===== src/hkt_pkg.sv =====
package hkt_pkg;

    localparam int SLOTS_DEFAULT = 1024;

    localparam int KEY_W     = 64;
    localparam int PAR_W     = 64;
    localparam int ATTR_W    = 32;
    localparam int NAME_W    = 32;
    localparam int STATUS_W  = 3;
    localparam int IDX_OUT_W = 10;
    localparam int OCC_W     = 10;
    localparam int DATA_W    = PAR_W + ATTR_W + NAME_W;

    // Mix hash constants
    localparam int          MIX_SHIFT = 33;
    localparam logic [63:0] MIX_C1    = 64'hff51afd7ed558ccd;
    localparam logic [63:0] MIX_C2    = 64'hc4ceb9fe1a85ec53;

    // Front to back queue
    localparam int QUEUE_DEPTH = 2;
    localparam int QPTR_W      = 1;
    localparam int QCNT_W      = 2;

    localparam logic KIND_PUT = 1'b0;
    localparam logic KIND_GET = 1'b1;

    typedef logic [STATUS_W-1:0] status_t;

    localparam status_t ST_INSERTED  = 3'd0;
    localparam status_t ST_UPDATED   = 3'd1;
    localparam status_t ST_FOUND     = 3'd2;
    localparam status_t ST_NOT_FOUND = 3'd3;
    localparam status_t ST_FULL      = 3'd4;
    localparam status_t ST_ZERO_KEY  = 3'd5;

    // One classified request as it travels from front to back
    typedef struct packed {
        logic              kind;
        logic              zero_put;
        logic [KEY_W-1:0]  key;
        logic [PAR_W-1:0]  parent;
        logic [ATTR_W-1:0] attr;
        logic [NAME_W-1:0] name;
    } item_t;

    function automatic logic [63:0] xorshift(input logic [63:0] v);
        return v ^ (v >> MIX_SHIFT);
    endfunction

endpackage


===== src/hkt_front.sv =====
module hkt_front #(
    parameter int IDX_W = 10
) (
    input  logic                          aclk,
    input  logic                          aresetn,
    input  logic                          hold_in,
    input  logic                          s_valid,
    output logic                          s_ready,
    input  logic                          s_kind,
    input  logic [hkt_pkg::KEY_W-1:0]     s_key,
    input  logic [hkt_pkg::PAR_W-1:0]     s_parent_ref,
    input  logic [hkt_pkg::ATTR_W-1:0]    s_attr_word,
    input  logic [hkt_pkg::NAME_W-1:0]    s_name_handle,
    output logic                          push,
    output hkt_pkg::item_t                push_item,
    output logic [IDX_W-1:0]              push_idx,
    input  logic                          q_full
);

    localparam logic [2:0] F_IDLE = 3'd0;
    localparam logic [2:0] F_MUL1 = 3'd1;
    localparam logic [2:0] F_ADD1 = 3'd2;
    localparam logic [2:0] F_MUL2 = 3'd3;
    localparam logic [2:0] F_ADD2 = 3'd4;

    logic [2:0]           state_reg, state_next;
    hkt_pkg::item_t       item_reg;
    logic [63:0]          v_reg;
    logic [63:0]          pp_ll_reg;
    logic [31:0]          pp_hl_reg, pp_lh_reg;
    logic [63:0]          cmul;
    logic [63:0]          pp_ll;
    logic [31:0]          pp_hl, pp_lh;
    logic [63:0]          prod;
    logic [63:0]          mixed;
    logic                 accept;

    assign s_ready = (state_reg == F_IDLE) && !hold_in;
    assign accept  = s_valid && s_ready;

    // Low 64 bits of v * c from three 32x32 partial products
    assign cmul  = (state_reg == F_MUL1) ? hkt_pkg::MIX_C1 : hkt_pkg::MIX_C2;
    assign pp_ll = 64'(v_reg[31:0]) * 64'(cmul[31:0]);
    assign pp_hl = v_reg[63:32] * cmul[31:0];
    assign pp_lh = v_reg[31:0] * cmul[63:32];
    assign prod  = pp_ll_reg + {pp_hl_reg + pp_lh_reg, 32'b0};
    assign mixed = hkt_pkg::xorshift(prod);

    assign push      = (state_reg == F_ADD2) && !q_full;
    assign push_item = item_reg;
    assign push_idx  = mixed[IDX_W-1:0];

    always_comb begin
        state_next = state_reg;
        case (state_reg)
            F_IDLE: begin
                if (accept) begin
                    state_next = F_MUL1;
                end
            end
            F_MUL1:  state_next = F_ADD1;
            F_ADD1:  state_next = F_MUL2;
            F_MUL2:  state_next = F_ADD2;
            F_ADD2: begin
                if (!q_full) begin
                    state_next = F_IDLE;
                end
            end
            default: state_next = F_IDLE;
        endcase
    end

    always_ff @(posedge aclk) begin
        if (!aresetn) begin
            state_reg <= F_IDLE;
        end else begin
            state_reg <= state_next;
        end
    end

    always_ff @(posedge aclk) begin
        if (accept) begin
            item_reg.kind     <= s_kind;
            item_reg.zero_put <= (s_kind == hkt_pkg::KIND_PUT) && (s_key == '0);
            item_reg.key      <= s_key;
            item_reg.parent   <= s_parent_ref;
            item_reg.attr     <= s_attr_word;
            item_reg.name     <= s_name_handle;
            v_reg             <= hkt_pkg::xorshift(s_key);
        end else if (state_reg == F_ADD1) begin
            v_reg <= mixed;
        end
        if (state_reg == F_MUL1 || state_reg == F_MUL2) begin
            pp_ll_reg <= pp_ll;
            pp_hl_reg <= pp_hl;
            pp_lh_reg <= pp_lh;
        end
    end

endmodule


===== config.mk =====
export PLATFORM = sky130hd
export DESIGN_NAME = hkt_front
export DESIGN_NICKNAME = d
export VERILOG_FILES = /design/src/hkt_pkg.sv /design/src/hkt_front.sv
export SDC_FILE = /design/constraint.sdc
export NUM_CORES = 2
export LEC_CHECK = 0
export ABC_AREA = 1
export BUFFER_PORTS_ARGS = -buffer_cell sky130_fd_sc_hd__clkbuf_2
export CAP_MARGIN = 10
export CELL_PAD_IN_SITES_DETAIL_PLACEMENT = 1
export CELL_PAD_IN_SITES_GLOBAL_PLACEMENT = 1
export CORE_UTILIZATION = 50
export DETAILED_ROUTE_END_ITERATION = 12
export MAX_ROUTING_LAYER = met4
export PLACE_DENSITY = 0.9
export SLEW_MARGIN = 15
export SYNTH_ARGS = -nofsm -noshare
export SYNTH_HDL_FRONTEND = slang
export SYNTH_SLANG_ARGS = --single-unit

===== constraint.sdc =====
create_clock -name aclk -period 15.6 [get_ports aclk]
set_input_delay 1.56 -clock aclk [delete_from_list [all_inputs] [get_ports aclk]]
set_output_delay 1.56 -clock aclk [all_outputs]
set_load 0.02 [all_outputs]

# --- After elaboration in Yosys (flattened, before gate mapping) ---
# Cells that the tools add are included.
classes:
  n_addsub: 2
  multipliers: 3
  eq_ne: 6
  mux: 6
  n_bitwise: 3
  reduce_logical: 11
ops:
  columns: ["cell", "n"]
  rows:
  - ["$mux W64", 2]
  - ["$xor A64 B31 Y64", 2]
  - ["$add A64 B64 Y64", 1]
  - ["$logic_not A64 Y1", 1]
  - ["$mul A32 B32 Y64", 1]
  - ["$mux W62", 1]
  - ["$add A32 B32 Y32", 1]
  - ["$mul A32 B31 Y32", 1]
  - ["$mul A32 B32 Y32", 1]
  - ["$pmux W3 S5", 1]
  - ["$eq A3 B2 Y1 const B", 2]
  - ["$mux W3", 2]
  - ["$logic_and A1 B1 Y1", 4]
  - ["$ne A2 B2 Y1 const B", 2]
  - ["$eq A3 B1 Y1 const B", 1]
  - ["$eq A3 B3 Y1 const B", 1]
  - ["$logic_not A3 Y1", 1]
  - ["$logic_not A1 Y1", 2]
  - ["$reduce_and A2 Y1", 1]
  - ["$reduce_bool A2 Y1", 1]
  - ["$logic_or A1 B1 Y1", 1]
  - ["$not A1 Y1", 1]
word_totals:
  ff_bits: 389
  input_bits: 198
  out_inout_bits: 206
  word_cells: 42

# --- Longest topological paths before layout ---
depth:
  ltp_word: 5
  mapped_depth: 40
  depth_no_buf: 37

# --- Worst setup path after synthesis ---
# No wires, ideal clock.
synth_timing:
  path_type: "register to register"
  from: "reg state_reg[0]"
  to: "reg pp_lh_reg[30], data pin"
  arrival_ns: 10.901
  t_required_ns: 15.338
  setup_slack_ns: 4.436
  path_stages_with_launch: 27
  n_path_buf: 0
  synth_period_minus_slack_ns: 11.164
  path_cell_list: "dfxtp_1 -> inv_1 -> nor2_2 -> nand3_1 -> o21ai_0 -> inv_1 -> ha_1 -> or2_2 -> fa_1 -> fa_1 -> inv_1 -> fa_1 -> inv_1 -> fa_1 -> fa_1 -> fa_1 -> inv_1 -> fa_1 -> inv_1 -> ha_1 -> nand2_1 -> nor3_1 -> nand4_1 -> nand3_1 -> a21o_1 -> a21oi_1 -> xor2_1"
synth_via:
  elab_chain_cells: 3
synth_rtl:
  columns: ["item", "line_no", "rtl"]
  rows:
  - ["start, declared", "hkt_front.sv:26", "logic [2:0] state_reg, state_next;"]
  - ["start signal, assigned", "hkt_front.sv:77", "state_reg <= state_next;"]
  - ["$eq A3 B1 Y1", "hkt_front.sv:42", "assign cmul = (state_reg == F_MUL1) ? hkt_pkg::MIX_C1 : hkt_pkg::MIX_C2;"]
  - ["$mux W62", "hkt_front.sv:42", null]
  - ["$mul A32 B31 Y32", "hkt_front.sv:45", "assign pp_lh = v_reg[31:0] * cmul[63:32];"]
  - ["net pp_lh[30]", "hkt_front.sv:33", "logic [31:0] pp_hl, pp_lh;"]
  - ["end signal, assigned", "hkt_front.sv:96", "pp_lh_reg <= pp_lh;"]
  - ["end, declared", "hkt_front.sv:30", "logic [31:0] pp_hl_reg, pp_lh_reg;"]
# The timed path passes the listed nets, and every way through them passes these cells.
# A chain may end at the register's enable or synchronous reset.

# --- Worst setup path in the final report ---
layout_timing:
  from: "reg v_reg[0]"
  to: "reg pp_ll_reg[50], data pin"
layout_via:
  elab_chain_cells: 1
layout_rtl:
  columns: ["item", "line_no", "rtl"]
  rows:
  - ["start, declared", "hkt_front.sv:28", "logic [63:0] v_reg;"]
  - ["start signal, assigned", "hkt_front.sv:89", "v_reg <= hkt_pkg::xorshift(s_key);"]
  - ["start signal, assigned", "hkt_front.sv:91", "v_reg <= mixed;"]
  - ["$mul A32 B32 Y64", "hkt_front.sv:43", "assign pp_ll = 64'(v_reg[31:0]) * 64'(cmul[31:0]);"]
  - ["net pp_ll[50]", "hkt_front.sv:32", "logic [63:0] pp_ll;"]
  - ["end signal, assigned", "hkt_front.sv:94", "pp_ll_reg <= pp_ll;"]
  - ["end, declared", "hkt_front.sv:29", "logic [63:0] pp_ll_reg;"]
# The timed path passes the listed nets, and every way through them passes these cells.

==> results.sh <==
export IMPL_status="completed"
export IMPL_finalSetupTns_ns=0
export IMPL_worst_path_buf_inv=5
export IMPL_slew_headroom_pct=15.7
export IMPL_synth_area_top_cells="fa_1 (36%), edfxtp_1 (18%), ha_1 (17%), inv_1 (11%), nand2_1 (5.0%)"
export IMPL_insertion_delay_ns=0.67
export IMPL_synth_area_per_cell_um2=9.64
export IMPL_cts_path_max_buffers=3
export IMPL_port_buffers=403
export IMPL_final_layout_size_suffix_gt1_share_pct=8.22
export IMPL_crit_path_frequent_cell="fa_1"
export IMPL_io_pins=404
export IMPL_dieHeight_um=365
export IMPL_clkTransAtPathRegs_ns=0.06
export IMPL_cts_resized=0
export IMPL_vias_per_cell=5.83
export IMPL_die_w_um=365
export IMPL_cts_buffers=51
export IMPL_rows=132
export IMPL_rsz0062_at_grt="no"
export IMPL_tightestPinTransition_ns=1.25
export IMPL_netlist_area_leader_share_pct=35.6
export IMPL_fmaxAchievable_mhz=102
export IMPL_ant_nets=0
export IMPL_htree_num_levels=2
export IMPL_drt_iter0_markers=5031
export IMPL_maxCapViolations=0
export IMPL_clock_skew_ns=0.0533
export IMPL_endpoint_kind="flop"
export IMPL_initial_utilization_pct=50.6
export IMPL_cts_setup_buffers=0
export IMPL_post_route_period_util_pct=62.7
export IMPL_startpoint_type="flop"
export IMPL_crit_type="flop to flop"
export IMPL_synth_area_um2=65800
export IMPL_stdcell_count=9038
export IMPL_antenna_found_initial=24
export IMPL_ys_ff_latch=389
export IMPL_yosysWarnings=0
export IMPL_grt_remaining_overflow=0
export IMPL_routedWlPerCell_um=32.5
export IMPL_worst_path_max_fanout=14
export IMPL_ys_seq_area_share_pct=17.7
export IMPL_synth_cell_type_count=49
export IMPL_dr_pass1_iters=5
export IMPL_coreArea_um2=130000
export IMPL_area_growth_pct=9.10
export IMPL_hold_viol=0
export IMPL_vias=52700
export IMPL_dp_hpwl_mm=253
export IMPL_yosysTopAreaCell="fa_1"
export IMPL_grt_pass1_wl_mm=415
export IMPL_nFillCells=14800
export IMPL_grt_pass1_vias=58800
export IMPL_final_net_count=9521
export IMPL_period_minus_slack_ns=9.78
export IMPL_finalWorstSetupSlack_ns=5.82
export IMPL_critPathTopFamily="adder cells"
export IMPL_critPathSlowestCell="nor2_2"
export IMPL_place_ws_ns=6.16
export IMPL_synthArstFlopShare_pct=0
export IMPL_synthCells=6828
export IMPL_largest_register_ffs=194
export IMPL_synth_edff_count=386
export IMPL_whs_ns=0.582
export IMPL_drc_errors=0
export IMPL_hold_class="flop to flop"
export IMPL_die_area_um2=133000
export IMPL_synthFlopType="edfxtp_1"
export IMPL_dpl_cell_count=8922
export IMPL_grt_start_max_net_pins=90
export IMPL_cts_root_buf="clkbuf_16"
export IMPL_cpPeakStageDelay_ns=0.61
export IMPL_gp_congestion=1.05
export IMPL_required_ns=15.98
export IMPL_routed_wl_mm=294
export IMPL_crit_arrival_ns=10.16
export IMPL_grt_usage_pct=46.1
export IMPL_cts_hold_buf=0
export IMPL_cts_tree="done"
export IMPL_cts_sinks=389
export IMPL_setup_violations=0
export IMPL_final_max_slew_viol_count=0
## layer usage
metal | part of all wire, % | track usage, % | vias up | wire, um
met5 | 0 | - | - | 0
met4 | 8.8 | 32.8 | 0 | 25900
met3 | 9.1 | 10.8 | 1052 | 26600
met2 | 44 | 68.7 | 2893 | 130000
met1 | 38 | 55.0 | 27000 | 111000
li1 | - | - | 21700 | -
## cell usage after synthesis (4+ instances only)
cell      instances
inv_1          1902
fa_1           1172
ha_1            916
nand2_1         877
edfxtp_1        386
nor2_1          309
a21oi_1         222
o21ai_0         204
nand3_1         170
xor2_1          151
clkbuf_1         96
xnor2_1          89
nand4_1          34
nor3_1           34
a21o_1           31
or2_2            30
a31oi_1          28
nor4_1           25
nand3b_1         22
o21bai_1         21
a21boi_0         10
buf_4            10
o21a_1            9
buf_2             8
clkinv_1          8
a221oi_1          6
and3_1            6
buf_1             5
nor2_2            5
o31ai_1           4
## tightest hold or removal path, cell delays in order (launching register included)
cell     delay (ns)
dfxtp_1        0.38
nand2_1        0.10
a21oi_1        0.06
## worst paths after layout
kind | startpoint | endpoint | slack (ns) | cells past startpoint
max | v_reg[0] | pp_ll_reg[50] | 5.82 | 26
min reg2reg | state_reg[1] | state_reg[2] | 0.58 | 2
min | state_reg[1] | state_reg[2] | 0.58 | 2
max reg2reg | v_reg[0] | pp_ll_reg[50] | 5.82 | 26
## through the flow
step	cell area, um^2	util, %
2_1_floorplan	65900	-
3_3_place_gp	70000	53.9
3_5_place_dp	70000	53.9
4_1_cts	71700	55.2
5_1_grt	71800	55.2
6_report	71800	55.3
## area by class of cell
cell class	instances	area, um^2	area share, %
Clock inverter	28	343	0.477
Multi-Input combinational cell	4420	46600	64.9
Antenna cell	22	55.1	0.0767
Inverter	1913	7190	10.0
Clock buffer	64	1380	1.92
Sequential cell	389	11700	16.2
Timing Repair Buffer	460	2450	3.41
Tap cell	1742	2180	3.03
## cells in the final DEF, fill, tap and decap left out, drive strengths merged, types with 31 or more instances in the layout
master and instances:
a21o 31, a21oi 222, buf 57, clkbuf 467, edfxtp 386, fa 1172, ha 916, inv 1908
nand2 879, nand3 171, nand4 34, nor2 318, nor3 34, o21ai 207, xnor2 89, xor2 151
## cells by family after synthesis
family / share of synthesized area, %
adder cells (fa/ha/maj): 53.1
other: 0.0114
buffers and inverters: 11.7
XOR/XNOR: 3.19
flip-flops: 17.7
AND/OR/NAND/NOR: 9.69
AO/OA/AOI/OAI: 4.66
Power is left out: the tool's default activity adds up to more than one toggle a clock period on the data nets, which glitch-free logic cannot reach.
