## src/hkt_pkg.sv

```systemverilog
package hkt_pkg;

    localparam int SLOTS_DEFAULT = 1024;

    localparam int KEY_W     = 64;
    localparam int PAR_W     = 64;
    localparam int ATTR_W    = 32;
    localparam int NAME_W    = 32;
    localparam int STATUS_W  = 3;
    localparam int IDX_OUT_W = 10;
    localparam int OCC_W     = 10;
    localparam int DATA_W    = PAR_W + ATTR_W + NAME_W;

    // Mix hash constants
    localparam int          MIX_SHIFT = 33;
    localparam logic [63:0] MIX_C1    = 64'hff51afd7ed558ccd;
    localparam logic [63:0] MIX_C2    = 64'hc4ceb9fe1a85ec53;

    // Front to back queue
    localparam int QUEUE_DEPTH = 2;
    localparam int QPTR_W      = 1;
    localparam int QCNT_W      = 2;

    localparam logic KIND_PUT = 1'b0;
    localparam logic KIND_GET = 1'b1;

    typedef logic [STATUS_W-1:0] status_t;

    localparam status_t ST_INSERTED  = 3'd0;
    localparam status_t ST_UPDATED   = 3'd1;
    localparam status_t ST_FOUND     = 3'd2;
    localparam status_t ST_NOT_FOUND = 3'd3;
    localparam status_t ST_FULL      = 3'd4;
    localparam status_t ST_ZERO_KEY  = 3'd5;

    // One classified request as it travels from front to back
    typedef struct packed {
        logic              kind;
        logic              zero_put;
        logic [KEY_W-1:0]  key;
        logic [PAR_W-1:0]  parent;
        logic [ATTR_W-1:0] attr;
        logic [NAME_W-1:0] name;
    } item_t;

    function automatic logic [63:0] xorshift(input logic [63:0] v);
        return v ^ (v >> MIX_SHIFT);
    endfunction

endpackage

```

## src/hkt_queue.sv

```systemverilog
module hkt_queue #(
    parameter int IDX_W = 10
) (
    input  logic              aclk,
    input  logic              aresetn,
    input  logic              push,
    input  hkt_pkg::item_t    push_item,
    input  logic [IDX_W-1:0]  push_idx,
    output logic              full,
    input  logic              pop,
    output hkt_pkg::item_t    pop_item,
    output logic [IDX_W-1:0]  pop_idx,
    output logic              empty
);

    hkt_pkg::item_t              item_mem_reg [hkt_pkg::QUEUE_DEPTH];
    logic [IDX_W-1:0]            idx_mem_reg  [hkt_pkg::QUEUE_DEPTH];
    logic [hkt_pkg::QPTR_W-1:0]  wr_ptr_reg, rd_ptr_reg;
    logic [hkt_pkg::QCNT_W-1:0]  cnt_reg;

    assign full     = (cnt_reg == hkt_pkg::QCNT_W'(hkt_pkg::QUEUE_DEPTH));
    assign empty    = (cnt_reg == '0);
    assign pop_item = item_mem_reg[rd_ptr_reg];
    assign pop_idx  = idx_mem_reg[rd_ptr_reg];

    always_ff @(posedge aclk) begin
        if (!aresetn) begin
            wr_ptr_reg <= '0;
            rd_ptr_reg <= '0;
            cnt_reg    <= '0;
        end else begin
            if (push) begin
                wr_ptr_reg <= wr_ptr_reg + hkt_pkg::QPTR_W'(1);
            end
            if (pop) begin
                rd_ptr_reg <= rd_ptr_reg + hkt_pkg::QPTR_W'(1);
            end
            if (push && !pop) begin
                cnt_reg <= cnt_reg + hkt_pkg::QCNT_W'(1);
            end else if (pop && !push) begin
                cnt_reg <= cnt_reg - hkt_pkg::QCNT_W'(1);
            end
        end
    end

    always_ff @(posedge aclk) begin
        if (push) begin
            item_mem_reg[wr_ptr_reg] <= push_item;
            idx_mem_reg[wr_ptr_reg]  <= push_idx;
        end
    end

endmodule

```

## config.mk

```make
export PLATFORM = sky130hd
export DESIGN_NAME = hkt_queue
export DESIGN_NICKNAME = d
export VERILOG_FILES = /design/src/hkt_pkg.sv /design/src/hkt_queue.sv
export SDC_FILE = /design/constraint.sdc
export NUM_CORES = 1
export LEC_CHECK = 0
export BUFFER_PORTS_ARGS = -buffer_cell sky130_fd_sc_hd__buf_2
export CAP_MARGIN = 20
export CORE_ASPECT_RATIO = 0.5
export CORE_MARGIN = 1.5
export CORE_UTILIZATION = 53
export DETAILED_ROUTE_END_ITERATION = 7
export PLACE_DENSITY = 0.85
export SLEW_MARGIN = 5
export SYNTH_ARGS = -nofsm -noshare
export SYNTH_HDL_FRONTEND = slang
export SYNTH_SLANG_ARGS = --single-unit
```

## constraint.sdc

```tcl
create_clock -name aclk -period 14.7 [get_ports aclk]
set_input_delay 1.47 -clock aclk [delete_from_list [all_inputs] [get_ports aclk]]
set_output_delay 1.47 -clock aclk [all_outputs]
set_load 0.005 [all_outputs]
```

* Word-level counts from Yosys, hierarchy flattened
Memories as Yosys holds them, arrays and structs flattened. A register that Yosys moved wholly into a read port is not among the register bits.
Cells that the tools add are included.
** Cells by class
- Add/sub/neg operators :: 4
- Multiply operators :: 0
- Divide/modulo/power cells :: 0
- Magnitude comparators :: 0
- Eq/ne operators :: 1
- Shift operators :: 0
- Multiplexer cells :: 8
- Bitwise gates (word level) :: 0
- Reductions and logical operators :: 6
** Operator list (count)
- 2-to-1 mux 1 bit :: 6
- 2-to-1 mux 2 bit :: 2
- adder 1 bit (second input constant) :: 2
- adder 2 x 1 -> 2 bit (second input constant) :: 1
- == test 2 bit (second input constant) :: 1
- logical AND 1 bit :: 2
- logical NOT 1 bit :: 2
- logical NOT 2 bit :: 1
- nonzero test 2 bit :: 1
- subtractor 2 x 1 -> 2 bit (second input constant) :: 1
** Word-level totals
- Bits in registers :: 4
- Bits in latches :: 0
- RAM bits :: 408
- ROM bits :: 0
- Input bits :: 208
- Output and inout port bits :: 206
- Memories :: 2
** Memories
- item_mem_reg :: depth 2, bits a word 194, read ports 1, clocked after Yosys merged registers in 1, write ports 1, RTL line hkt_queue.sv:16 : hkt_pkg::item_t item_mem_reg [hkt_pkg::QUEUE_DEPTH];
- idx_mem_reg :: depth 2, bits a word 10, read ports 1, clocked after Yosys merged registers in 1, write ports 1, RTL line hkt_queue.sv:17 : logic [IDX_W-1:0] idx_mem_reg [hkt_pkg::QUEUE_DEPTH];

* Depth between registers and ports, before layout
Gate-level depths: netlist of run 1.
- Depth in word-level cells :: 4
- Mapped depth :: 5
- Depth with buffers taken out :: 5

* Worst setup path after synthesis of run 1
OpenSTA, ideal clock, no wires.
- Kind :: in2reg
- From :: in push
- To :: reg wr_ptr_reg
- Data arrival time :: 11.007 ns
- Required time :: 14.600 ns
- Path slack :: 3.594 ns
- Cell stages on the path :: 2
- Path buffers :: 0
- Cells stage by stage :: nor2b_1 > o21a_1
** RTL lines
- from (decl) :: RTL line hkt_queue.sv:6 : input logic push,
- to (signal assigned) :: RTL line hkt_queue.sv:33 : wr_ptr_reg <= wr_ptr_reg + hkt_pkg::QPTR_W'(1);
- to (decl) :: RTL line hkt_queue.sv:18 : logic [hkt_pkg::QPTR_W-1:0] wr_ptr_reg, rd_ptr_reg;

==> impl_metrics.py, run 1 <==
metrics = {
    "floorplan": {
        "die_w_um": 246,
        "num_rows": 44,
        "ios": 414,
        "initial_core_util": 0.539,
        "die_area_um2": 30500,
        "core_area_um2": 29000,
        "die_h_um": 124,
    },
    "final_layout": {
        "n_fill_cell": 1981,
        "nets": 1301,
        "fin_cells": 1518,
        "syn_to_final_growth_pct": 22.9,
        "drive_gt1_frac": 0.603,
        "largest_reg_flops": 388,
    },
    "global_routing": {
        "grt_usage": 0.206,
        "antenna_found_initial": 8,
        "grt_use_met3": 0.0381,
        "grt_max_degree": 173,
        "grtUsageMet1": 0.234,
        "grt_pass1_vias": 8261,
        "busiest_layer": "met2",
        "grtUsageMet2": 0.381,
        "grt_pass1_wl_um": 46900,
        "grt_overflow_total": 0,
    },
    "power": {
        "seq_power_share": 0.540,
        "p_sw_mw": 0.545,
        "switching_share": 0.213,
        "clkPwrFrac": 0.354,
        "leakagePower_nw": 7.51,
        "max-vdd-ir-drop_v": 0.0000939,
        "intPower_mw": 2.01,
        "combPwrFrac": 0.106,
        "total_power_mw": 2.56,
        "p_per_area_nw_per_um2": 134,
    },
    "hold_path": {
        "hold_path.class": "flip-flop to flip-flop",
    },
    "routing": {
        "ant_nets": 0,
        "drtPass1Iterations": 5,
        "vias_per_cell": 5.09,
        "routed_wl_um": 31900,
        "drc": 0,
        "via_count": 7721,
        "drtIter0Drc": 412,
        "routedWlPerCell_um": 21.0,
    },
    "clock_network": {
        "cts-root-buf": "clkbuf_16",
        "cts_resized": 0,
        "clk-insertion-delay-late_ns": 0.51,
        "cts_setup_buffers": 0,
        "cts_tree": "built",
        "clkTransAtPathRegs_ns": 0.06,
        "clock-sinks": 413,
        "htree_levels": 2,
        "cts_inserted_buffers": 37,
        "ctsLongestPathBuffers": 3,
        "holdBufCountCts": 0,
    },
    "status": {
        "outcome": "completed",
    },
    "worst_setup_path": {
        "cp_top_family": "buffers and inverters",
        "path_class": "flip-flop to output pin",
        "crit_fanout": 43,
        "crit_required_ns": 13.23,
        "cpPeakStageDelay_ns": 0.74,
        "cpMaxStageDelayCell": "dfxtp_4",
        "path_buf_inv": 4,
        "crit_chain": "buf_4 -> buf_4 -> buf_12 -> mux2_4 -> buf_2",
        "path_common_cell": "buf_4",
        "end_kind": "output pin",
        "crit_arrival_ns": 3.49,
        "crit_path_start_kind": "flip-flop",
    },
    "logic_synthesis": {
        "ys_ff_latch": 413,
        "ys_seq_area_frac": 0.792,
        "synth_cells": 657,
        "synthTopCellsByCount": "408 x edfxtp_1, 160 x mux2_4, 44 x mux2_2, 19 x buf_6, 5 x dfxtp_1",
        "synth_top_area_share": 0.785,
        "ys_top_cells_by_area": "edfxtp_1 79%, mux2_4 15%, mux2_2 3.2%, buf_6 1.4%, dfxtp_1 0.64%",
        "yosysTopAreaCell": "edfxtp_1",
        "syn_area_um2": 15600,
        "avgSynthCellArea_um2": 23.7,
        "synth_cell_types": 17,
        "ys_warn_count": 0,
        "synthesis.nets": 866,
        "synthArstFlopShare": 0,
        "synth_edf_count": 408,
        "synth-main-ff-cell": "edfxtp_1",
        "synth_most_common_cell": "edfxtp_1",
    },
    "sta": {
        "fin_crit_sh": 0.337,
        "setup_tns_ns": 0,
        "relSlewSlack": 0.274,
        "max_freq_ghz": 0.202,
        "period_needed_ns": 4.96,
        "setup_viol": 0,
        "rsz0062_at_grt": "no",
        "finalHoldViolations": 0,
        "skew_ns": 0.0105,
        "tightest_slew_ns": 1.09,
        "maxSlewViolCount": 0,
    },
    "placed_design": {
        "globalplace.congestion": 0.828,
        "dp_cells": 1443,
        "port_buffers": 413,
        "post-dp-hpwl_um": 21900,
    },
    "run": {
        "cap_violations": 0,
    },
}
-- cell families (layout without fill, tap and decap cells) --
family,count (synthesis),after routing,synth area share
DFF,413,413,0.792
muxes,204,204,0.186
buffers and inverters,24,487,0.0152
and+or+nand+nor,9,9,0.00345
AOI/OAI and AO/OA,3,3,0.00128
xor gates and xnor gates,3,3,0.00168
adders and majority gates,1,1,0.000802
other,0,7,0
-- stage by stage --
stage                     setup WS (ns)  hold WS [ns]  utilization  area, µm²
after CTS                          9.55         0.525        0.661      19100
final                              9.74         0.519        0.662      19200
after global placement            10.15         0.483        0.622      18000
after detailed placement          10.12         0.516        0.622      18000
after global routing               9.54         0.553        0.662      19200
after floorplan                    3.59         0.473            -      15600
-- worst register-to-register path, delay by kind of cell, from the launching register on --
kind	cells	cell delay, ns
simple gates	1	0.81
buf+inv	1	0.73
flops	1	0.34
-- cells in the final DEF, fill, tap and decap left out, drive strengths merged --
| master | netlist | layout |
|---|---|---|
| a21boi | 1 | 1 |
| and2 | 4 | 4 |
| buf | 23 | 419 |
| bufinv | 0 | 1 |
| clkbuf | 0 | 46 |
| clkinv | 0 | 15 |
| clkinvlp | 0 | 3 |
| dfxtp | 5 | 5 |
| diode | 0 | 7 |
| edfxtp | 408 | 408 |
| ha | 1 | 1 |
| inv | 1 | 3 |
| mux2 | 204 | 204 |
| nor2 | 1 | 1 |
| nor2b | 3 | 3 |
| o21a | 1 | 1 |
| o21ai | 1 | 1 |
| or3 | 1 | 1 |
| xnor2 | 1 | 1 |
| xor2 | 2 | 2 |
-- power groups by stage --
stage	clock network, mW	logic [mW]	registers (mW)
3_3_place_gp	0	0.266	1.40
6_report	0.906	0.271	1.38
4_1_cts	0.931	0.275	1.38
5_1_grt	0.978	0.289	1.39
3_5_place_dp	0	0.273	1.41
2_1_floorplan	0	0.162	1.41
-- layer usage --
metal,part of all wire,wire [µm]
met5,0,0
met4,0.031,978
met3,0.040,1290
met2,0.56,17700
met1,0.37,11900
-- worst paths after layout --
check | startpoint | end | slack [ns] | cells past startpoint
min | cnt_reg[1]$_SDFFE_PN0P_ | cnt_reg[1]$_SDFFE_PN0P_ | 0.52 | 2
max | flip-flop | pop_item[20] | 9.74 | 5
max reg2reg | wr_ptr_reg$_SDFFE_PN0P_ | item_mem_reg[0][179]$_DFFE_PP_ | 12.24 | 2
min reg2reg | cnt_reg[1]$_SDFFE_PN0P_ | cnt_reg[1]$_SDFFE_PN0P_ | 0.52 | 2
-- final cells by class --
type | count | area (µm²) | share of cell area
Sequential cell | 413 | 12400 | 0.645
Tap cell | 391 | 489 | 0.0255
Antenna cell | 7 | 17.5 | 0.000914
Clock buffer | 46 | 1000 | 0.0523
Inverter | 1 | 3.75 | 0.000196
Timing Repair Buffer | 419 | 2150 | 0.112
Multi-Input combinational cell | 220 | 3020 | 0.158
Clock inverter | 21 | 131 | 0.00685
Note: power is estimated with default switching activity, not from simulation.
==> run 2: changes to the inputs <==
ABC_AREA = 1   (was unset)
CORE_UTILIZATION = 47   (was 53)
PLACE_DENSITY = 0.8   (was 0.85)
clock period = 4.3 ns   (was 14.7 ns; I/O delays follow)
==> run 2 against run 1 <==
Sequential power increased to 3.4 times the previous value. Clock skew increased by 0.0020 ns. Synthesized cell count increased by 2.0%. Final cell count increased by 3.6%. Via count increased by 0.88%. Cell area increased by 0.35%. Flip-flop and latch count unchanged. First-iteration DRC count increased by 5.1%. Die area increased by 13%. Hold slack got worse by 0.41 ns. Non-clock buffer count increased by 5. Routed wire length increased by 4.5%. Critical path type unchanged.
==> impl_metrics.py, run 2 <==
metrics = {
    "routing": {
        "drc": 0,
        "routed_wl_um": 33300,
        "vias_per_cell": 4.95,
        "ant_nets": 0,
        "via_count": 7789,
        "routedWlPerCell_um": 21.2,
        "drtIter0Drc": 433,
        "drtPass1Iterations": 4,
    },
    "floorplan": {
        "core_area_um2": 32200,
        "initial_core_util": 0.485,
        "die_h_um": 132,
        "num_rows": 46,
        "die_area_um2": 34400,
        "ios": 414,
        "die_w_um": 261,
    },
    "global_routing": {
        "grt_pass1_wl_um": 48700,
        "grt_usage": 0.189,
        "grt_pass1_vias": 8384,
        "busiest_layer": "met2",
        "grt_max_degree": 111,
        "grt_use_met3": 0.0419,
        "grtUsageMet1": 0.200,
        "grt_overflow_total": 0,
        "antenna_found_initial": 12,
        "grtUsageMet2": 0.358,
    },
    "placed_design": {
        "globalplace.congestion": 0.905,
        "post-dp-hpwl_um": 23100,
        "placed_area_um2": 18200,
        "port_buffers": 413,
    },
    "sta": {
        "tightest_slew_ns": 0.842,
        "skew_ns": 0.0126,
        "setup_viol": 0,
        "max_freq_ghz": 0.353,
        "hold_ws_ns": 0.105,
        "period_needed_ns": 2.83,
        "finalHoldViolations": 0,
        "setup_tns_ns": 0,
        "rsz0062_at_grt": "no",
        "fin_crit_sh": 0.658,
        "relSlewSlack": 0.439,
        "maxSlewViolCount": 0,
    },
    "worst_setup_path": {
        "end_kind": "output pin",
        "crit_path_start_kind": "flip-flop",
        "reg2regPathDepth": 3,
        "r2r-end": "item_mem_reg[1][99]$_DFFE_PP_",
        "worstSetupEndpoint": "pop_item[177]",
        "crit_arrival_ns": 2.40,
        "crit_required_ns": 3.87,
        "r2r_setup_slack_ns": 2.71,
        "reg2reg_from": "wr_ptr_reg$_SDFFE_PN0P_",
        "crit_fanout": 46,
        "path_class": "flip-flop to output pin",
    },
    "final_layout": {
        "drive_gt1_frac": 0.601,
        "final_cell_mix": "413 x buf_2, 408 x edfxtp_1, 160 x mux2_4",
        "largest_reg_flops": 388,
        "nets": 1318,
        "syn_to_final_growth_pct": 23.2,
        "final_area_um2": 19200,
        "final_common_cell": "buf_2",
    },
    "clock_network": {
        "clkTransAtPathRegs_ns": 0.07,
        "cts_resized": 0,
        "holdBufCountCts": 0,
        "cts_inserted_buffers": 36,
        "cts-root-buf": "clkbuf_16",
        "cts_setup_buffers": 0,
        "clk-insertion-delay-late_ns": 0.51,
        "ctsLongestPathBuffers": 3,
        "cts_tree": "built",
        "htree_levels": 2,
        "clock-sinks": 413,
    },
    "logic_synthesis": {
        "synth_most_common_cell": "edfxtp_1",
        "ys_top_cells_by_area": "edfxtp_1 78%, mux2_4 15%, mux2_2 3.2%, buf_6 1.4%, dfxtp_1 0.64%",
        "synth_cell_types": 14,
        "ys_seq_area_frac": 0.791,
        "yosysTopAreaCell": "edfxtp_1",
        "synth_edf_count": 408,
        "synthTopCellsByCount": "408 x edfxtp_1, 160 x mux2_4, 44 x mux2_2, 19 x buf_6, 9 x nor2_1",
        "avgSynthCellArea_um2": 23.3,
        "syn_area_um2": 15600,
        "ys_warn_count": 0,
        "synth_cells": 670,
        "synth-main-ff-cell": "edfxtp_1",
        "ys_ff_latch": 413,
        "synthArstFlopShare": 0,
        "synth_top_area_share": 0.785,
        "synthesis.nets": 879,
    },
    "run": {
        "cap_violations": 0,
    },
    "power": {
        "max-vdd-ir-drop_v": 0.000264,
        "p_per_area_nw_per_um2": 442,
        "leakagePower_nw": 7.55,
    },
    "status": {
        "outcome": "completed",
    },
    "hold_path": {
        "hold_path.class": "input pin to flip-flop",
    },
}
-- run 2: cell types whose count changed after synthesis, sizes merged, moves of 2 or more --
cell / change
inv: +7
nor2: +8
xor2: -2
and2: -4
nand2: +8
nor2b: -3
-- run 2: how the worst min path moves through the flow --
stage	from	to	slack (ns)	depth (start not counted)
after floorplan	rd_ptr_reg$_SDFFE_PN0P_	flip-flop	0.46	2
after global placement	rd_ptr_reg$_SDFFE_PN0P_	rd_ptr_reg$_SDFFE_PN0P_	0.48	2
after detailed placement	rd_ptr_reg$_SDFFE_PN0P_	flip-flop	0.50	2
after CTS	push_item[8]	item_mem_reg[0][8]$_DFFE_PP_	0.07	1
after global routing	push_item[36]	item_mem_reg[0][36]$_DFFE_PP_	0.07	1
final	push_item[133]	item_mem_reg[0][133]$_DFFE_PP_	0.10	1
-- run 2: final cells by class --
cell class | count | area (µm²)
Fill cell | 2378 | 12900
Clock buffer | 41 | 941
Antenna cell | 10 | 25.0
Sequential cell | 413 | 12400
Multi-Input combinational cell | 226 | 3000
Timing Repair Buffer | 424 | 2240
Clock inverter | 19 | 101
Inverter | 8 | 33.8
Tap cell | 432 | 541
-- run 2: routing by layer --
metal / wire length (µm) / vias to the layer above / share of wire
met2: 19000 / 189 / 0.57
li1: - / 3534 / -
met1: 11800 / 3977 / 0.36
met4: 1150 / 4 / 0.034
met3: 1340 / 85 / 0.040
met5: 35 / - / 0.0011
-- run 2: critical path, stage by stage, from the launching register on --
cell and delay, ns:
dfxtp_4 0.90, buf_4 0.46, mux2_2 0.40, buf_2 0.13
-- run 2: logic make-up (layout without fill, tap and decap cells) --
group | count (synthesis) | count (layout) | share of synthesized area
flip-flops | 413 | 413 | 0.791
multiplexers | 204 | 204 | 0.186
buffers and inverters | 31 | 492 | 0.0169
AND/OR/NAND/NOR | 19 | 19 | 0.00481
AO/OA/AOI/OAI | 2 | 2 | 0.000641
adder cells (fa/ha/maj) | 1 | 1 | 0.000801
other | 0 | 10 | 0
-- run 2: stage by stage --
step	cells	util	worst slack [ns]	power, mW
CTS	1563	0.597	1.39	8.61
finish	1573	0.598	1.47	8.51
global route	1573	0.598	1.33	8.82
detailed placement	1503	0.565	1.97	5.67
global placement	1503	0.565	2.01	5.63
floorplan	670	-	0.338	5.29
-- run 2: power by group --
group | leakage (nW) | internal [mW] | total (mW) | switching [mW]
clock | 0.513 | 1.57 | 2.93 | 1.36
sequential | 3.87 | 4.66 | 4.73 | 0.0688
combinational | 3.17 | 0.451 | 0.844 | 0.392
total | 7.55 | 6.69 | 8.51 | 1.82
